<file path="src/hdl/mse_pkg.sv">
// ----------------------------------------------------------------------------
// MIPS subset executor package
// Shared constants, operation and error codes, and the beat types that
// travel between the front end, the instruction queue and the back end.
// ----------------------------------------------------------------------------
package mse_pkg;

    localparam int MEM_WORDS  = 4096;
    localparam int PROG_LINES = 1024;   // power of two, at most 1 << IDX_W
    localparam int MEM_AW     = $clog2(MEM_WORDS);
    localparam int WORD_W     = 32;
    localparam int REG_AW     = 5;
    localparam int REG_COUNT  = 32;
    localparam int IDX_W      = 10;
    localparam int IQ_DEPTH   = 4;
    localparam int OQ_DEPTH   = 4;

    localparam logic [3:0] MODE_ADD  = 4'd0;
    localparam logic [3:0] MODE_SUB  = 4'd1;
    localparam logic [3:0] MODE_MUL  = 4'd2;
    localparam logic [3:0] MODE_ADDI = 4'd3;
    localparam logic [3:0] MODE_SLT  = 4'd4;
    localparam logic [3:0] MODE_LW   = 4'd5;
    localparam logic [3:0] MODE_SW   = 4'd6;
    localparam logic [3:0] MODE_BEQ  = 4'd7;
    localparam logic [3:0] MODE_BNE  = 4'd8;
    localparam logic [3:0] MODE_J    = 4'd9;

    // Registers reserved for the assembler and the kernel.
    localparam logic [REG_AW-1:0] REG_AT = 5'd1;
    localparam logic [REG_AW-1:0] REG_K0 = 5'd26;
    localparam logic [REG_AW-1:0] REG_K1 = 5'd27;

    localparam logic [1:0] ERR_NONE       = 2'd0;
    localparam logic [1:0] ERR_RESTRICTED = 2'd1;
    localparam logic [1:0] ERR_ADDRESS    = 2'd2;

    typedef struct packed {
        logic [3:0]              mode;
        logic [REG_AW-1:0]       dest_reg;
        logic [REG_AW-1:0]       src_a_reg;
        logic [REG_AW-1:0]       src_b_reg;
        logic signed [WORD_W-1:0] immediate;
        logic [IDX_W-1:0]        target;
    } in_item_t;

    typedef struct packed {
        logic [IDX_W-1:0]        next_index;
        logic                    branch_taken;
        logic                    reg_written;
        logic [REG_AW-1:0]       written_reg;
        logic signed [WORD_W-1:0] written_value;
        logic                    mem_stored;
        logic [1:0]              error_code;
        logic [WORD_W-1:0]       instr_count;
    } out_item_t;

    // Classified instruction as it waits in the instruction queue. The second
    // read port address is the stored register for sw and src_b otherwise.
    typedef struct packed {
        logic [3:0]        mode;
        logic [REG_AW-1:0] rd;
        logic [REG_AW-1:0] ra;
        logic [REG_AW-1:0] rb;
        logic [WORD_W-1:0] imm;
        logic [IDX_W-1:0]  tgt;
        logic              restricted;
    } dec_t;

    typedef struct packed {
        logic empty;
        logic full;
    } q_stat_t;

    function automatic logic is_restricted(input logic [REG_AW-1:0] r);
        return (r == REG_AT) || (r == REG_K0) || (r == REG_K1);
    endfunction

endpackage

</file>
<file path="src/hdl/mse_front.sv">
// ----------------------------------------------------------------------------
// MIPS subset executor front end
// Accepts instruction beats, checks the register fields each operation uses
// against the reserved registers and hands the classified beat to the queue.
// ----------------------------------------------------------------------------
module mse_front
    import mse_pkg::*;
(
    input  logic     clk,
    input  logic     rst_n,
    input  logic     push,
    input  in_item_t instr,
    output logic     full,
    input  logic     clearing,
    input  q_stat_t  iq_stat,
    output logic     iq_push,
    output dec_t     iq_item
);

    logic front_v_reg;
    logic front_v_next;
    dec_t item_reg;
    dec_t dec;
    logic use_d;
    logic use_a;
    logic use_b;
    logic front_ready;
    logic accept;

    always_comb
    begin
        use_d = instr.mode inside {[MODE_ADD:MODE_SW]};
        use_a = instr.mode inside {[MODE_ADD:MODE_BNE]};
        use_b = instr.mode inside {MODE_ADD, MODE_SUB, MODE_MUL, MODE_SLT, MODE_BEQ, MODE_BNE};

        dec.mode = instr.mode;
        dec.rd   = instr.dest_reg;
        dec.ra   = instr.src_a_reg;
        dec.rb   = (instr.mode == MODE_SW) ? instr.dest_reg : instr.src_b_reg;
        dec.imm  = $unsigned(instr.immediate);
        dec.tgt  = instr.target;
        dec.restricted = (use_d && is_restricted(instr.dest_reg)) ||
                         (use_a && is_restricted(instr.src_a_reg)) ||
                         (use_b && is_restricted(instr.src_b_reg));
    end

    assign front_ready  = !front_v_reg || !iq_stat.full;
    assign full         = clearing || !front_ready;
    assign accept       = push && !full;
    assign front_v_next = front_ready ? accept : front_v_reg;
    assign iq_push      = front_v_reg && !iq_stat.full;
    assign iq_item      = item_reg;

    always_ff @(posedge clk or negedge rst_n)
    begin
        if (!rst_n)
        begin
            front_v_reg <= 1'b0;
        end
        else
        begin
            front_v_reg <= front_v_next;
        end
    end

    always_ff @(posedge clk)
    begin
        if (accept)
        begin
            item_reg <= dec;
        end
    end

endmodule

</file>
<file path="config.mk">
export PLATFORM = sky130hd
export DESIGN_NAME = mse_front
export DESIGN_NICKNAME = d
export VERILOG_FILES = /design/src/hdl/mse_pkg.sv /design/src/hdl/mse_front.sv
export SDC_FILE = /design/constraint.sdc
export NUM_CORES = 1
export LEC_CHECK = 0
export ABC_AREA = 1
export BUFFER_PORTS_ARGS = -buffer_cell sky130_fd_sc_hd__clkbuf_2
export CAP_MARGIN = 20
export CORE_ASPECT_RATIO = 0.7
export CORE_MARGIN = 4
export CORE_UTILIZATION = 38
export CTS_CLUSTER_SIZE = 25
export DETAILED_ROUTE_END_ITERATION = 12
export HOLD_SLACK_MARGIN = 0.05
export PLACE_DENSITY = 0.78
export SLEW_MARGIN = 10
export SYNTH_ARGS = -nofsm -noshare
export SYNTH_HDL_FRONTEND = slang
export SYNTH_SLANG_ARGS = --single-unit
export TNS_END_PERCENT = 1
</file>
<file path="constraint.sdc">
create_clock -name clk -period 3.5 [get_ports clk]
set_clock_uncertainty 0.1 [all_clocks]
set_input_delay 0.175 -clock clk [delete_from_list [all_inputs] [get_ports clk]]
set_output_delay 0.175 -clock clk [all_outputs]
set_load 0.05 [all_outputs]
</file>
==> results.py <==
metrics = {
    "outcome": {
        "outcome": "finished, final reports clean",
    },
    "detailed_routing": {
        "wl_per_cell_um": 14.7,
        "remaining_drc_errors": 0,
        "top_layer": "met4",
        "first_pass_iters": 4,
        "antenna_left": 0,
        "wl_met3_um": 634,
        "viasPerCell": 4.44,
        "met1Wirelength_um": 1960,
        "vias": 1792,
        "drt_iter0_markers": 81,
        "wl_um": 5930,
        "met2RoutedLength_um": 3240,
    },
    "synth": {
        "synth_top_cell_by_area": "edfxtp_1",
        "synth.distinct_cells": 15,
        "postSynthAreaPerCell_um2": 17.2,
        "synth_nets": 193,
        "synth_area_leaders": "edfxtp_1, nand2_1, inv_1",
        "ys_seq_area_frac": 0.869,
        "ys_seq_elements": 63,
        "yosys_warnings": 0,
        "synth_area_um2": 2170,
        "synthDominantCellAreaShare": 0.857,
        "syn_inst": 126,
    },
    "floorplanning": {
        "start_util": 0.403,
        "die_area_um2": 7010,
        "fp.coreArea_um2": 5400,
        "boundaryPins": 131,
        "fp.dieH_um": 71.3,
        "fp-row-count": 22,
        "dieWidth_um": 98.4,
    },
    "setup_path": {
        "r2r_cells": 4,
        "cp-start-kind": "input port",
        "crit_slowest_cell": "buf_4",
        "required_ps": 3350,
        "path_cells": "dlygate4sd3_1, clkbuf_2, inv_1, nand2_1, nor2_4, buf_4",
        "path_buf_inv": 4,
        "end_kind": "flop",
        "r2r-start": "front_v_reg",
        "worstPathArrival_ps": 1690,
        "cp_max_fo": 62,
        "cpPeakStageDelay_ps": 610,
        "regToRegEndpoint": "iq_item[57]",
        "rrSetupSlack_ps": 1720,
        "path_class": "in2reg",
        "crit_family": "buffers and inverters",
    },
    "clock_network": {
        "clock_latency_ps": 320,
        "clock_path_buffers": 2,
        "cts_buffers": 9,
        "cts-htree-levels": 3,
        "cts_resized": 0,
        "root_buffer": "clkbuf_8",
        "cts_hold_buf": 60,
        "cts_num_sinks": 63,
        "cts_setup_buffers": 0,
        "cts_tree": "done",
        "path_clk_slew_ps": 60,
    },
    "cells_and_area": {
        "largest_register_ffs": 62,
        "nNetsFinal": 394,
        "fin_util": 0.691,
        "antenna_cells": 0,
        "final_cells": 404,
        "final_cell_mix": "clkbuf_2, edfxtp_1, dlygate4sd3_1, nand2_1, inv_1",
        "layout_commonest_cell": "clkbuf_2",
        "syn2layout_area_growth_pct": 71.7,
        "fillCellCount": 400,
        "drive_gt1_frac": 0.446,
    },
    "global_routing": {
        "grt_pass1_wl_um": 9520,
        "antenna_found_initial": 0,
        "grt_max_degree": 63,
        "track_usage": 0.182,
        "grt_overflow_total": 0,
        "grt_pass1_vias": 2004,
    },
    "place": {
        "gp_congestion": 0.765,
        "place_inst": 328,
        "port-buffer-count": 129,
        "dp_hpwl_um": 3640,
    },
    "hold_path": {
        "holdPathStages": 3,
        "min_to": "iq_item[43]",
        "hp-class": "in2reg",
        "hp-start": "instr[42]",
    },
    "timing": {
        "max_slew_margin": 0.485,
        "setup_viol_count_final": 0,
        "period_needed_ps": 1840,
        "fmax_mhz": 544,
        "whs_ps": 65.2,
        "report.final.slew_viol_count": 0,
        "rsz0062_at_grt": "no",
        "tightest_slew_ps": 773,
        "tns_ps": 0,
        "fin_crit_sh": 0.525,
        "hold_violations": 0,
    },
    "power_and_ir_drop": {
        "peakVddDrop_mv": 0.324,
        "combPwrFrac": 0.153,
        "pwr-share-clk": 0.360,
        "p_leak_nw": 1.68,
        "internal_power_mw": 1.37,
        "power.density_nw_per_um2": 484,
        "seqPwrFrac": 0.486,
        "p_switching_mw": 0.439,
        "p_sw_frac": 0.243,
    },
    "run": {
        "maxCapViolations": 0,
    },
}
-- cell families after synthesis --
group | synth area share
compound gates | 0.0248
buf+inv | 0.0294
flops | 0.869
simple gates | 0.0772
-- per-layer routing --
layer,global-route usage,vias up
met2,0.343,91
met4,0.0667,0
met1,0.166,840
li1,-,853
met3,0.0944,8
met5,0,-
-- power groups by stage --
stage / Combinational (mW) / Sequential, mW / Clock [mW]
2_1_floorplan: 0.0365 / 1.00 / 0
3_3_place_gp: 0.218 / 0.892 / 0
3_5_place_dp: 0.221 / 0.894 / 0
4_1_cts: 0.275 / 0.878 / 0.669
5_1_grt: 0.295 / 0.881 / 0.706
6_report: 0.277 / 0.878 / 0.650
-- how the worst max path moves through the flow --
stage / from / endpoint / slack [ps] / cells past startpoint
floorplan: front_v_reg / iq_item[0] / 510 / 3
global placement: front_v_reg / iq_item[54] / 1790 / 4
detailed placement: front_v_reg / iq_item[43] / 1750 / 4
CTS: clearing / iq_item[43] / 1700 / 6
global route: clearing / iq_item[27] / 1610 / 6
finish: clearing / iq_item[57] / 1660 / 6
-- cells in the mapped netlist (all sizes together) --
| cell type | n |
|---|---|
| a21oi | 3 |
| dfrtp | 1 |
| nand3 | 5 |
| nand4 | 2 |
| nand2 | 20 |
| nor2 | 8 |
| edfxtp | 62 |
| inv | 17 |
| o21ai | 7 |
| nand3b | 1 |
-- area by class of cell --
class	count	area [um^2]	share of cell area
Clock buffer	12	135	0.0362
Inverter	17	63.8	0.0171
Clock inverter	4	70.1	0.0188
Sequential cell	63	1890	0.506
Multi-Input combinational cell	46	229	0.0614
Tap cell	72	90.1	0.0242
Timing Repair Buffer	190	1250	0.336
-- metrics by stage --
stage          setup WS, ps  area [um^2]  power, mW
2_1_floorplan           505         2170       1.04
3_3_place_gp           1790         2920       1.11
6_report               1660         3730       1.81
5_1_grt                1610         3730       1.88
3_5_place_dp           1750         2920       1.12
4_1_cts                1700         3730       1.82
-- worst register-to-register path, cell delays in order, from the launching register on --
cell	delay [ps]
dfrtp_1	380
nand2_1	90
nand2_1	100
nor2_4	90
buf_4	610
Power figures use the tool's default switching activity.
