$ cat src/hdl/mse_pkg.sv
// ----------------------------------------------------------------------------
// MIPS subset executor package
// Shared constants, operation and error codes, and the beat types that
// travel between the front end, the instruction queue and the back end.
// ----------------------------------------------------------------------------
package mse_pkg;

    localparam int MEM_WORDS  = 4096;
    localparam int PROG_LINES = 1024;   // power of two, at most 1 << IDX_W
    localparam int MEM_AW     = $clog2(MEM_WORDS);
    localparam int WORD_W     = 32;
    localparam int REG_AW     = 5;
    localparam int REG_COUNT  = 32;
    localparam int IDX_W      = 10;
    localparam int IQ_DEPTH   = 4;
    localparam int OQ_DEPTH   = 4;

    localparam logic [3:0] MODE_ADD  = 4'd0;
    localparam logic [3:0] MODE_SUB  = 4'd1;
    localparam logic [3:0] MODE_MUL  = 4'd2;
    localparam logic [3:0] MODE_ADDI = 4'd3;
    localparam logic [3:0] MODE_SLT  = 4'd4;
    localparam logic [3:0] MODE_LW   = 4'd5;
    localparam logic [3:0] MODE_SW   = 4'd6;
    localparam logic [3:0] MODE_BEQ  = 4'd7;
    localparam logic [3:0] MODE_BNE  = 4'd8;
    localparam logic [3:0] MODE_J    = 4'd9;

    // Registers reserved for the assembler and the kernel.
    localparam logic [REG_AW-1:0] REG_AT = 5'd1;
    localparam logic [REG_AW-1:0] REG_K0 = 5'd26;
    localparam logic [REG_AW-1:0] REG_K1 = 5'd27;

    localparam logic [1:0] ERR_NONE       = 2'd0;
    localparam logic [1:0] ERR_RESTRICTED = 2'd1;
    localparam logic [1:0] ERR_ADDRESS    = 2'd2;

    typedef struct packed {
        logic [3:0]              mode;
        logic [REG_AW-1:0]       dest_reg;
        logic [REG_AW-1:0]       src_a_reg;
        logic [REG_AW-1:0]       src_b_reg;
        logic signed [WORD_W-1:0] immediate;
        logic [IDX_W-1:0]        target;
    } in_item_t;

    typedef struct packed {
        logic [IDX_W-1:0]        next_index;
        logic                    branch_taken;
        logic                    reg_written;
        logic [REG_AW-1:0]       written_reg;
        logic signed [WORD_W-1:0] written_value;
        logic                    mem_stored;
        logic [1:0]              error_code;
        logic [WORD_W-1:0]       instr_count;
    } out_item_t;

    // Classified instruction as it waits in the instruction queue. The second
    // read port address is the stored register for sw and src_b otherwise.
    typedef struct packed {
        logic [3:0]        mode;
        logic [REG_AW-1:0] rd;
        logic [REG_AW-1:0] ra;
        logic [REG_AW-1:0] rb;
        logic [WORD_W-1:0] imm;
        logic [IDX_W-1:0]  tgt;
        logic              restricted;
    } dec_t;

    typedef struct packed {
        logic empty;
        logic full;
    } q_stat_t;

    function automatic logic is_restricted(input logic [REG_AW-1:0] r);
        return (r == REG_AT) || (r == REG_K0) || (r == REG_K1);
    endfunction

endpackage

$ cat src/hdl/mse_iq.sv
// ----------------------------------------------------------------------------
// MIPS subset executor instruction queue
// Short register queue that decouples the front end from the back end.
// ----------------------------------------------------------------------------
module mse_iq
    import mse_pkg::*;
(
    input  logic    clk,
    input  logic    rst_n,
    input  logic    wr_en,
    input  dec_t    wr_item,
    input  logic    rd_en,
    output dec_t    head,
    output q_stat_t stat
);

    localparam int PW = $clog2(IQ_DEPTH);
    localparam int CW = $clog2(IQ_DEPTH + 1);

    dec_t          entry_reg [IQ_DEPTH];
    logic [PW-1:0] wr_ptr_reg;
    logic [PW-1:0] wr_ptr_next;
    logic [PW-1:0] rd_ptr_reg;
    logic [PW-1:0] rd_ptr_next;
    logic [CW-1:0] count_reg;
    logic [CW-1:0] count_next;

    always_comb
    begin
        wr_ptr_next = wr_ptr_reg;
        rd_ptr_next = rd_ptr_reg;
        count_next  = count_reg;
        if (wr_en)
        begin
            wr_ptr_next = (wr_ptr_reg == PW'(IQ_DEPTH - 1)) ? '0 : wr_ptr_reg + 1'b1;
        end
        if (rd_en)
        begin
            rd_ptr_next = (rd_ptr_reg == PW'(IQ_DEPTH - 1)) ? '0 : rd_ptr_reg + 1'b1;
        end
        if (wr_en && !rd_en)
        begin
            count_next = count_reg + 1'b1;
        end
        else if (rd_en && !wr_en)
        begin
            count_next = count_reg - 1'b1;
        end
    end

    always_ff @(posedge clk or negedge rst_n)
    begin
        if (!rst_n)
        begin
            wr_ptr_reg <= '0;
            rd_ptr_reg <= '0;
            count_reg  <= '0;
        end
        else
        begin
            wr_ptr_reg <= wr_ptr_next;
            rd_ptr_reg <= rd_ptr_next;
            count_reg  <= count_next;
        end
    end

    always_ff @(posedge clk)
    begin
        if (wr_en)
        begin
            entry_reg[wr_ptr_reg] <= wr_item;
        end
    end

    assign head       = entry_reg[rd_ptr_reg];
    assign stat.empty = (count_reg == '0);
    assign stat.full  = (count_reg == CW'(IQ_DEPTH));

endmodule

$ cat config.mk
export PLATFORM = sky130hd
export DESIGN_NAME = mse_iq
export DESIGN_NICKNAME = d
export VERILOG_FILES = /design/src/hdl/mse_pkg.sv /design/src/hdl/mse_iq.sv
export SDC_FILE = /design/constraint.sdc
export NUM_CORES = 1
export LEC_CHECK = 0
export BUFFER_PORTS_ARGS = -buffer_cell sky130_fd_sc_hd__buf_4
export CORE_MARGIN = 2
export CORE_UTILIZATION = 55
export DETAILED_ROUTE_END_ITERATION = 8
export GPL_TIMING_DRIVEN = 0
export PLACE_DENSITY = 0.77
export SETUP_SLACK_MARGIN = 0.2
export SYNTH_ARGS = -nofsm -noshare
export SYNTH_HDL_FRONTEND = slang
export SYNTH_SLANG_ARGS = --single-unit
$ cat constraint.sdc
create_clock -name clk -period 6.1 [get_ports clk]
set_clock_uncertainty 0.1 [all_clocks]
set_input_delay 0.305 -clock clk [delete_from_list [all_inputs] [get_ports clk]]
set_output_delay 0.305 -clock clk [all_outputs]
set_load 0.01 [all_outputs]
==> impl_metrics.env, run 1 <==
export IMPL_ff2ff_path_depth=4
export IMPL_timing_rr_start="wr_ptr_reg[0]"
export IMPL_portBuffers=129
export IMPL_crit_end="head[35]"
export IMPL_cts_resized=0
export IMPL_area_growth_pct=29.7
export IMPL_fp_coreArea_um2=16700
export IMPL_hold_violations=0
export IMPL_grt_total_usage_pct=19.5
export IMPL_wire_per_inst_um=21.0
export IMPL_p_leak_nw=4.31
export IMPL_worstSetupStartpointType="register"
export IMPL_post_dp_hpwl_um=10100
export IMPL_crit_path_max_incr_delay_ps=530
export IMPL_crit_start="rd_ptr_reg[0]"
export IMPL_drive_gt1_share_pct=41.0
export IMPL_cp_arrival_ps=1970
export IMPL_min_path_type="in -> async"
export IMPL_max_cap_violations=0
export IMPL_crit_chain="buf_6 > buf_12 > mux4_2 > buf_4"
export IMPL_gp_congestion=0.719
export IMPL_endpoint_kind="output pin"
export IMPL_syn_inst=361
export IMPL_drcViolationCount=0
export IMPL_grt_pass1_vias=4939
export IMPL_cts_clk_slew_worst_paths_ps=60
export IMPL_relSlewSlack_pct=69.4
export IMPL_antenna_cells=0
export IMPL_cts_made_buffers=26
export IMPL_syn_nets=434
export IMPL_drtIter0Drc=275
export IMPL_antenna_found_initial=0
export IMPL_dr_pass1_iters=4
export IMPL_synthesis_area_um2=9440
export IMPL_r2r_end="entry_reg[2][13]"
export IMPL_fillerInstances=934
export IMPL_tightest_slew_ps=459
export IMPL_rsz0062_at_grt="no"
export IMPL_period_share_pct=39.0
export IMPL_synth_seq_cells=255
export IMPL_clock_latency_ps=500
export IMPL_powerDensity_nw_per_um2=455
export IMPL_synth_distinct_cells=19
export IMPL_crit_slowest_cell="mux4_2"
export IMPL_vias=4533
export IMPL_h_tree_depth=1
export IMPL_routed_wl_um=17400
export IMPL_status="finished clean"
export IMPL_layout_min_cycle_time_ps=2380
export IMPL_worstPathMaxFanout=10
export IMPL_die_area_um2=18200
export IMPL_initial_core_util_pct=56.5
export IMPL_rows=47
export IMPL_crit_required_ps=5690
export IMPL_cts_tree="built"
export IMPL_clock_path_buffers=3
export IMPL_multi_input_area_um2=1640
export IMPL_grt_pass1_wl_um=26700
export IMPL_setup_viol=0
export IMPL_fmax_ghz=0.421
export IMPL_whs_ps=42.2
export IMPL_antenna_left=0
export IMPL_fin_setup_tns_ps=0
export IMPL_cts_root_buf="clkbuf_16"
export IMPL_worstSetupPathType="reg -> out"
export IMPL_final_max_slew_viol_count=0
export IMPL_seq_area_frac_synth_pct=80.8
export IMPL_ys_warnings_count=0
export IMPL_die_w_um=135
export IMPL_fin_nets=660
export IMPL_ir_worst_vdd_mv=0.333
export IMPL_grt_max_degree=37
export IMPL_io_pins=130
export IMPL_regArea_um2=7620
export IMPL_largest_reg_flops=248
export IMPL_grt_overflow=0
export IMPL_viasPerCell=5.48
export IMPL_clock_sinks=255
export IMPL_rrSetupSlack_ps=4260
export IMPL_avgSynthCellArea_um2=26.1
export IMPL_die_h_um=135
==> area by class of cell <==
| type | count | area share (%) |
|---|---|---|
| flip-flops and latches | 255 | 62.3 |
| inverters | 4 | 0.123 |
| clock inverters | 11 | 0.675 |
| plain buffers | 14 | 1.36 |
| repair buffers | 198 | 13.9 |
| well taps | 220 | 2.25 |
| multi-input cells | 88 | 13.4 |
| clock buffers | 37 | 5.99 |
==> what timing repair did <==
action | in CTS | in global routing
hold buffers | 65 | 0
endpoints found under the hold margin | 259 | 0
setup buffers | 0 | 0
==> placed cells by master, fill, tap and decap left out, types with 2 or more instances in the layout <==
cell type	instances
inv_1	4
nor2_1	3
clkbuf_8	2
ha_1	6
clkbuf_1	8
buf_2	7
buf_4	129
dlygate4sd3_1	65
o21ai_0	2
mux4_2	58
edfxtp_1	248
buf_12	10
clkbuf_16	27
dfrtp_1	7
mux2_2	3
clkinv_2	5
mux4_1	4
xor2_1	2
and2_4	4
nand2_1	2
clkinv_1	3
==> through the flow <==
stage               utilization [%]  cells  total power, W  setup slack [ps]  cell area [um2]
floorplan                         -    361         0.00339              3490             9440
global placement               63.9    710         0.00406              2400            10700
detailed placement             64.5    714         0.00411              4220            10800
CTS                            73.3    827         0.00564              3660            12200
global route                   73.3    827         0.00581              3630            12200
finish                         73.3    827         0.00556              3720            12200
==> report_power, final <==
part           switching, W  leakage, nW  internal (W)
clock              0.000605        0.400      0.000879
combinational      0.000816         1.55      0.000936
sequential        0.0000786         2.36       0.00225
==> worst min-delay path by stage <==
| stage | slack [ps] | start | endpoint | depth (start not counted) |
|---|---|---|---|---|
| floorplan | -90 | rst_n | count_reg[0] | 0 |
| global placement | 20 | rst_n | count_reg[2] | 1 |
| detailed placement | 20 | rst_n | count_reg[2] | 1 |
| CTS | 10 | rst_n | count_reg[2] | 2 |
| global route | 30 | rst_n | count_reg[2] | 2 |
| finish | 40 | rst_n | count_reg[2] | 2 |
==> synthesized netlist by cell type, drive strengths merged <==
library cell / number / area share [%]
and2: 4 / 0.27
mux2: 3 / 0.36
inv: 4 / 0.16
nor2: 3 / 0.12
nor3: 1 / 0.053
dfrtp: 7 / 1.9
ha: 6 / 0.80
edfxtp: 248 / 79
mux4: 62 / 15
fa: 1 / 0.21
o21ai: 2 / 0.11
buf: 14 / 1.8
nand2: 2 / 0.080
nor3b: 1 / 0.080
xor2: 2 / 0.19
xnor2: 1 / 0.093
==> per-layer routing <==
metal,up-vias,part of all wire (%),global-route usage [%]
met5,-,0,0
met4,0,1.9,4.28
met3,28,6.0,4.43
met2,153,53,34.8
met1,2346,39,24.6
li1,2006,-,-
==> critical path: cells and delay by family, from the launching register on <==
kind,cells,cell delay [ps]
buffers and inverters,3,570
flip-flops,1,360
multiplexers,1,530
==> cells by family (layout without fill, tap and decap cells) <==
kind of cell	count (synthesis)	in the layout	synth area share [%]
adders and majority gates	7	7	1.01
and+or+nand+nor	11	11	0.597
xor gates and xnor gates	3	3	0.278
muxes	65	65	15.3
buffers and inverters	18	264	1.92
AOI/OAI and AO/OA	2	2	0.106
DFF	255	255	80.8
(Power assumes the default switching activity.)
==> inputs of run 2 (changes only) <==
clock period = 2.3 ns   (was 6.1 ns; I/O delays follow)
==> run 2 against run 1 <==
Combinational power increased to 2.9 times the previous value. Critical path depth unchanged. First-iteration DRC count decreased by 11%. Core utilization increased by 0.87 points. Non-clock buffer count increased by 6.
==> impl_metrics.env, run 2 (synthesized netlist as in run 1, its figures left out) <==
export IMPL_gp_congestion=0.686
export IMPL_crit_chain="buf_12 > buf_12 > mux4_2 > buf_4"
export IMPL_crit_required_ps=2090
export IMPL_clock_path_buffers=3
export IMPL_totalPowerFinal_w=0.0150
export IMPL_ir_worst_vdd_mv=0.979
export IMPL_post_dp_hpwl_um=9750
export IMPL_antenna_cells=0
export IMPL_area_growth_pct=31.2
export IMPL_cts_tree="built"
export IMPL_drcViolationCount=0
export IMPL_min_path_type="in -> reg"
export IMPL_powerDensity_nw_per_um2=1210
export IMPL_fmax_ghz=0.465
export IMPL_io_pins=130
export IMPL_clock_latency_ps=520
export IMPL_max_cap_violations=0
export IMPL_largest_reg_flops=248
export IMPL_rows=47
export IMPL_worstHoldStart="wr_item[49]"
export IMPL_fin_nets=666
export IMPL_place_area_um2=10800
export IMPL_grt_total_usage_pct=19.2
export IMPL_rrSetupSlack_ps=520
export IMPL_r2r_end="entry_reg[0][32]"
export IMPL_layout_common_cells="248 x edfxtp_1, 124 x buf_4, 66 x dlygate4sd3_1"
export IMPL_critical_path_depth=4
export IMPL_fp_coreArea_um2=16700
export IMPL_ff2ff_path_depth=4
export IMPL_fin_setup_tns_ps=0
export IMPL_grt_pass1_vias=5006
export IMPL_vias=4525
export IMPL_worstPathMaxFanout=10
export IMPL_hold_violations=0
export IMPL_rsz0062_at_grt="yes"
export IMPL_setup_viol=0
export IMPL_die_area_um2=18200
export IMPL_worstHoldPathCells=2
export IMPL_path_delay_family="multiplexers"
export IMPL_cp_arrival_ps=1940
export IMPL_relSlewSlack_pct=78.8
export IMPL_endpoint_kind="output pin"
export IMPL_routed_top_layer="met4"
export IMPL_cts_made_buffers=26
export IMPL_cts_clk_slew_worst_paths_ps=60
export IMPL_final_max_slew_viol_count=0
export IMPL_wl_met1_um=6920
export IMPL_tightest_slew_ps=317
export IMPL_die_h_um=135
export IMPL_routed_wl_um=17200
export IMPL_period_share_pct=93.6
export IMPL_status="finished clean"
export IMPL_drive_gt1_share_pct=41.7
export IMPL_drtIter0Drc=245
export IMPL_timing_rr_start="wr_ptr_reg[0]"
export IMPL_wl_met3_um=1120
export IMPL_portBuffers=129
export IMPL_design_area_um2=12400
export IMPL_final_common_cell="edfxtp_1"
export IMPL_worstSetupStartpointType="register"
export IMPL_min_to="entry_reg[1][49]"
export IMPL_wire_per_inst_um=20.7
export IMPL_h_tree_depth=1
export IMPL_cts_root_buf="clkbuf_16"
export IMPL_layout_min_cycle_time_ps=2150
export IMPL_antenna_left=0
export IMPL_die_w_um=135
export IMPL_viasPerCell=5.45
export IMPL_crit_path_frequent_cell="buf_12"
export IMPL_initial_core_util_pct=56.5
export IMPL_crit_slowest_cell="mux4_2"
export IMPL_p_leak_nw=4.36
export IMPL_route_met2_wl_um=8880
export IMPL_clock_sinks=255
export IMPL_worstSetupPathType="reg -> out"
export IMPL_grt_max_degree=49
export IMPL_dr_pass1_iters=4
export IMPL_antenna_found_initial=0
export IMPL_crit_path_max_incr_delay_ps=540
export IMPL_grt_overflow=0
export IMPL_worst_path_buf_inv=3
export IMPL_grt_pass1_wl_um=26700
## run 2: cell count changes in the layout (fill, tap and decap cells not counted), sizes merged
cell         previous run  this run
clkbuf                 37        36
buf                   147       149
clkinv                  8        11
dlygate4sd3            65        66
clkinvlp                1         0
## run 2: area by class of cell
type,instances,area (um2)
Sequential cell,255,7620
Fill cell,938,4320
Timing Repair Buffer,204,1860
Multi-Input combinational cell,88,1630
Clock buffer,33,698
Tap cell,220,275
Buffer,14,193
Clock inverter,13,85.1
Inverter,4,15.0
## run 2: worst max path at each step
stage / startpoint / slack (ps) / end
finish: rd_ptr_reg[0] / 150 / head[45]
CTS: rd_ptr_reg[0] / 100 / head[54]
global route: rd_ptr_reg[0] / 70 / head[37]
floorplan: wr_ptr_reg[0] / 360 / entry_reg[0][0]
global placement: wr_ptr_reg[0] / -220 / entry_reg[0][17]
detailed placement: wr_ptr_reg[0] / 520 / entry_reg[0][16]
## run 2: what timing repair did
action | in CTS | in global routing
buffers inserted | 1 | 2
hold buffers | 66 | 0
cloned | 0 | 2
endpoints found under the hold margin | 260 | 0
endpoints found under the setup margin | 61 | 62
resized for setup | 8 | 20
## run 2: routing by layer
metal | track usage [%] | vias to the layer above
li1 | - | 2010
met1 | 24.7 | 2338
met2 | 33.9 | 151
met3 | 4.32 | 26
met4 | 4.46 | 0
met5 | 0 | -
## run 2: through the flow
step | instances | setup WS (ps) | utilization, % | hold slack [ps]
6_report | 831 | 148 | 74.1 | 239
5_1_grt | 831 | 65.1 | 74.1 | 230
4_1_cts | 827 | 102 | 73.5 | 220
3_5_place_dp | 714 | 516 | 64.7 | -167
3_3_place_gp | 710 | -221 | 64.0 | -169
2_1_floorplan | 361 | 363 | - | -281
## run 2: report_power, final
group          internal (W)  switching (W)  leakage (nW)
clock               0.00224        0.00162         0.385
sequential          0.00596       0.000206          2.36
combinational       0.00277        0.00224          1.61
==> inputs of run 3 (changes only) <==
CORE_UTILIZATION = 34   (was 55)
PLACE_DENSITY = unset   (was 0.77)
==> run 3 against run 2 <==
Final area up 1.4%. Sequential power about the same. Count of clock-buffer cells in the layout down 4. Global-route usage down 7.1 points. Wire length up 1.5%. Register-to-register slack worse by 140 ps. Clock power up 8.3%. Core utilization down 28 points. Sequential share of layout area down 0.83 points. Non-clock buffer count down 3. Power up 0.49%.
==> impl_metrics.env, run 3 (synthesized netlist as in run 1, its figures left out) <==
export IMPL_status="finished clean"
export IMPL_layout_common_cells="248 x edfxtp_1, 138 x buf_4, 66 x dlygate4sd3_1"
export IMPL_switching_share_pct=27.1
export IMPL_path_delay_family="buffers and inverters"
export IMPL_cts_tree="built"
export IMPL_hold_violations=0
export IMPL_fin_ws_ps=109
export IMPL_worst_path_buf_inv=3
export IMPL_regArea_um2=7620
export IMPL_drcViolationCount=0
export IMPL_setup_viol=0
export IMPL_power_frac_clock_pct=27.7
export IMPL_grt_max_degree=43
export IMPL_tightest_slew_ps=544
export IMPL_dr_pass1_iters=4
export IMPL_ir_worst_vdd_mv=0.766
export IMPL_grt_pass1_wl_um=26800
export IMPL_totalPowerFinal_w=0.0151
export IMPL_pre_cts_ws_ps=353
export IMPL_worstHoldStart="wr_item[55]"
export IMPL_initial_core_util_pct=34.8
export IMPL_gp_congestion=0.662
export IMPL_min_to="entry_reg[3][55]"
export IMPL_period_share_pct=95.2
export IMPL_p_int_w=0.0110
export IMPL_r2r_end="entry_reg[2][50]"
export IMPL_vias=4472
export IMPL_drtIter0Drc=277
export IMPL_cts_clk_slew_worst_paths_ps=60
export IMPL_post_dp_hpwl_um=10500
export IMPL_fmax_ghz=0.457
export IMPL_endpoint_kind="output pin"
export IMPL_io_pins=130
export IMPL_area_growth_pct=33.0
export IMPL_placedCellCount=866
export IMPL_design_area_um2=12500
export IMPL_antenna_found_initial=1
export IMPL_final_common_cell="edfxtp_1"
export IMPL_drive_gt1_share_pct=41.7
export IMPL_clock_latency_ps=520
export IMPL_pwr_share_comb_pct=31.7
export IMPL_fin_nets=664
export IMPL_die_w_um=171
export IMPL_clock_path_buffers=3
export IMPL_crit_path_max_incr_delay_ps=520
export IMPL_worstSetupPathType="reg -> out"
export IMPL_clock_sinks=255
export IMPL_final_max_slew_viol_count=0
export IMPL_place_area_um2=11000
export IMPL_relSlewSlack_pct=63.7
export IMPL_die_area_um2=29100
export IMPL_cts_made_buffers=27
export IMPL_timing_rr_start="wr_ptr_reg[0]"
export IMPL_crit_chain="buf_12 > buf_12 > mux4_2 > buf_4"
export IMPL_seq_power_share_pct=40.6
export IMPL_grt_total_usage_pct=12.1
export IMPL_rrSetupSlack_ps=380
export IMPL_postLayoutCoreUtil_pct=46.3
export IMPL_h_tree_depth=1
export IMPL_powerDensity_nw_per_um2=1200
export IMPL_rows=60
export IMPL_max_cap_violations=0
export IMPL_fillerInstances=2277
export IMPL_worstHoldPathCells=2
export IMPL_worstSetupStartpointType="register"
export IMPL_ff2ff_path_depth=4
export IMPL_min_path_type="in -> reg"
export IMPL_layout_min_cycle_time_ps=2190
export IMPL_fin_cells=984
export IMPL_multi_input_area_um2=1640
export IMPL_grt_overflow=0
export IMPL_rsz0062_at_grt="yes"
export IMPL_cts_root_buf="clkbuf_16"
export IMPL_wire_per_inst_um=17.8
export IMPL_viasPerCell=4.54
export IMPL_cp_arrival_ps=1980
export IMPL_largest_reg_flops=248
export IMPL_routed_wl_um=17500
export IMPL_antenna_left=0
export IMPL_fp_coreArea_um2=27100
export IMPL_switchingPower_w=0.00410
export IMPL_p_leak_nw=4.36
export IMPL_crit_path_frequent_cell="buf_12"
export IMPL_die_h_um=171
export IMPL_crit_required_ps=2090
export IMPL_portBuffers=129
export IMPL_grt_pass1_vias=4920
export IMPL_worstPathMaxFanout=10
export IMPL_crit_slowest_cell="mux4_2"
==> run 3: metrics by stage <==
step	setup TNS, ps	hold WS [ps]
after floorplan	0	-281
after global placement	-65750	-169
after detailed placement	0	-163
after CTS	0	210
after global routing	0	218
final	0	238
==> run 3: routing by layer <==
| layer | GRT usage, % | vias to the layer above | part of all wire, % |
|---|---|---|---|
| met3 | 2.61 | 33 | 4.7 |
| met4 | 3.72 | 0 | 3.0 |
| met1 | 14.4 | 2317 | 41 |
| met2 | 21.8 | 111 | 51 |
| met5 | 0 | - | 0 |
| li1 | - | 2011 | - |
==> run 3: repair_timing <==
| action | in CTS | in global routing |
|---|---|---|
| endpoints found under the hold margin | 260 | 0 |
| resized for setup | 9 | 0 |
| buffers inserted | 1 | 1 |
| cloned | 0 | 0 |
| hold buffers | 66 | 0 |
| setup endpoints to repair | 62 | 62 |
==> run 3: power by group through the flow <==
stage	clock network, W	logic (W)	registers [W]
after global routing	0.00447	0.00516	0.00621
after CTS	0.00429	0.00495	0.00615
final	0.00418	0.00479	0.00614
after global placement	0	0.00461	0.00624
after detailed placement	0	0.00477	0.00625
after floorplan	0	0.00277	0.00619
==> run 3: cell type report <==
type / count / area share (%)
Antenna cell: 1 / 0.0199
Buffer: 14 / 1.54
Clock buffer: 29 / 5.44
Clock inverter: 20 / 1.43
Inverter: 4 / 0.120
Multi-Input combinational cell: 88 / 13.1
Sequential cell: 255 / 60.7
Tap cell: 372 / 3.71
Timing Repair Buffer: 201 / 13.9
==> run 3: worst reg2reg max path: stages, from the launching register on <==
cell and delay [ps]:
dfrtp_1 420, inv_1 120, ha_1 150, and2_4 490, buf_12 310
==> run 3: worst max-delay path by stage <==
stage                        from               end  depth (start not counted)
finish              rd_ptr_reg[0]          head[58]                          4
global route        rd_ptr_reg[0]          head[38]                          4
CTS                 rd_ptr_reg[0]          head[38]                          4
detailed placement  wr_ptr_reg[0]  entry_reg[2][16]                          4
global placement    wr_ptr_reg[0]  entry_reg[0][12]                          3
floorplan           wr_ptr_reg[0]   entry_reg[0][0]                          3
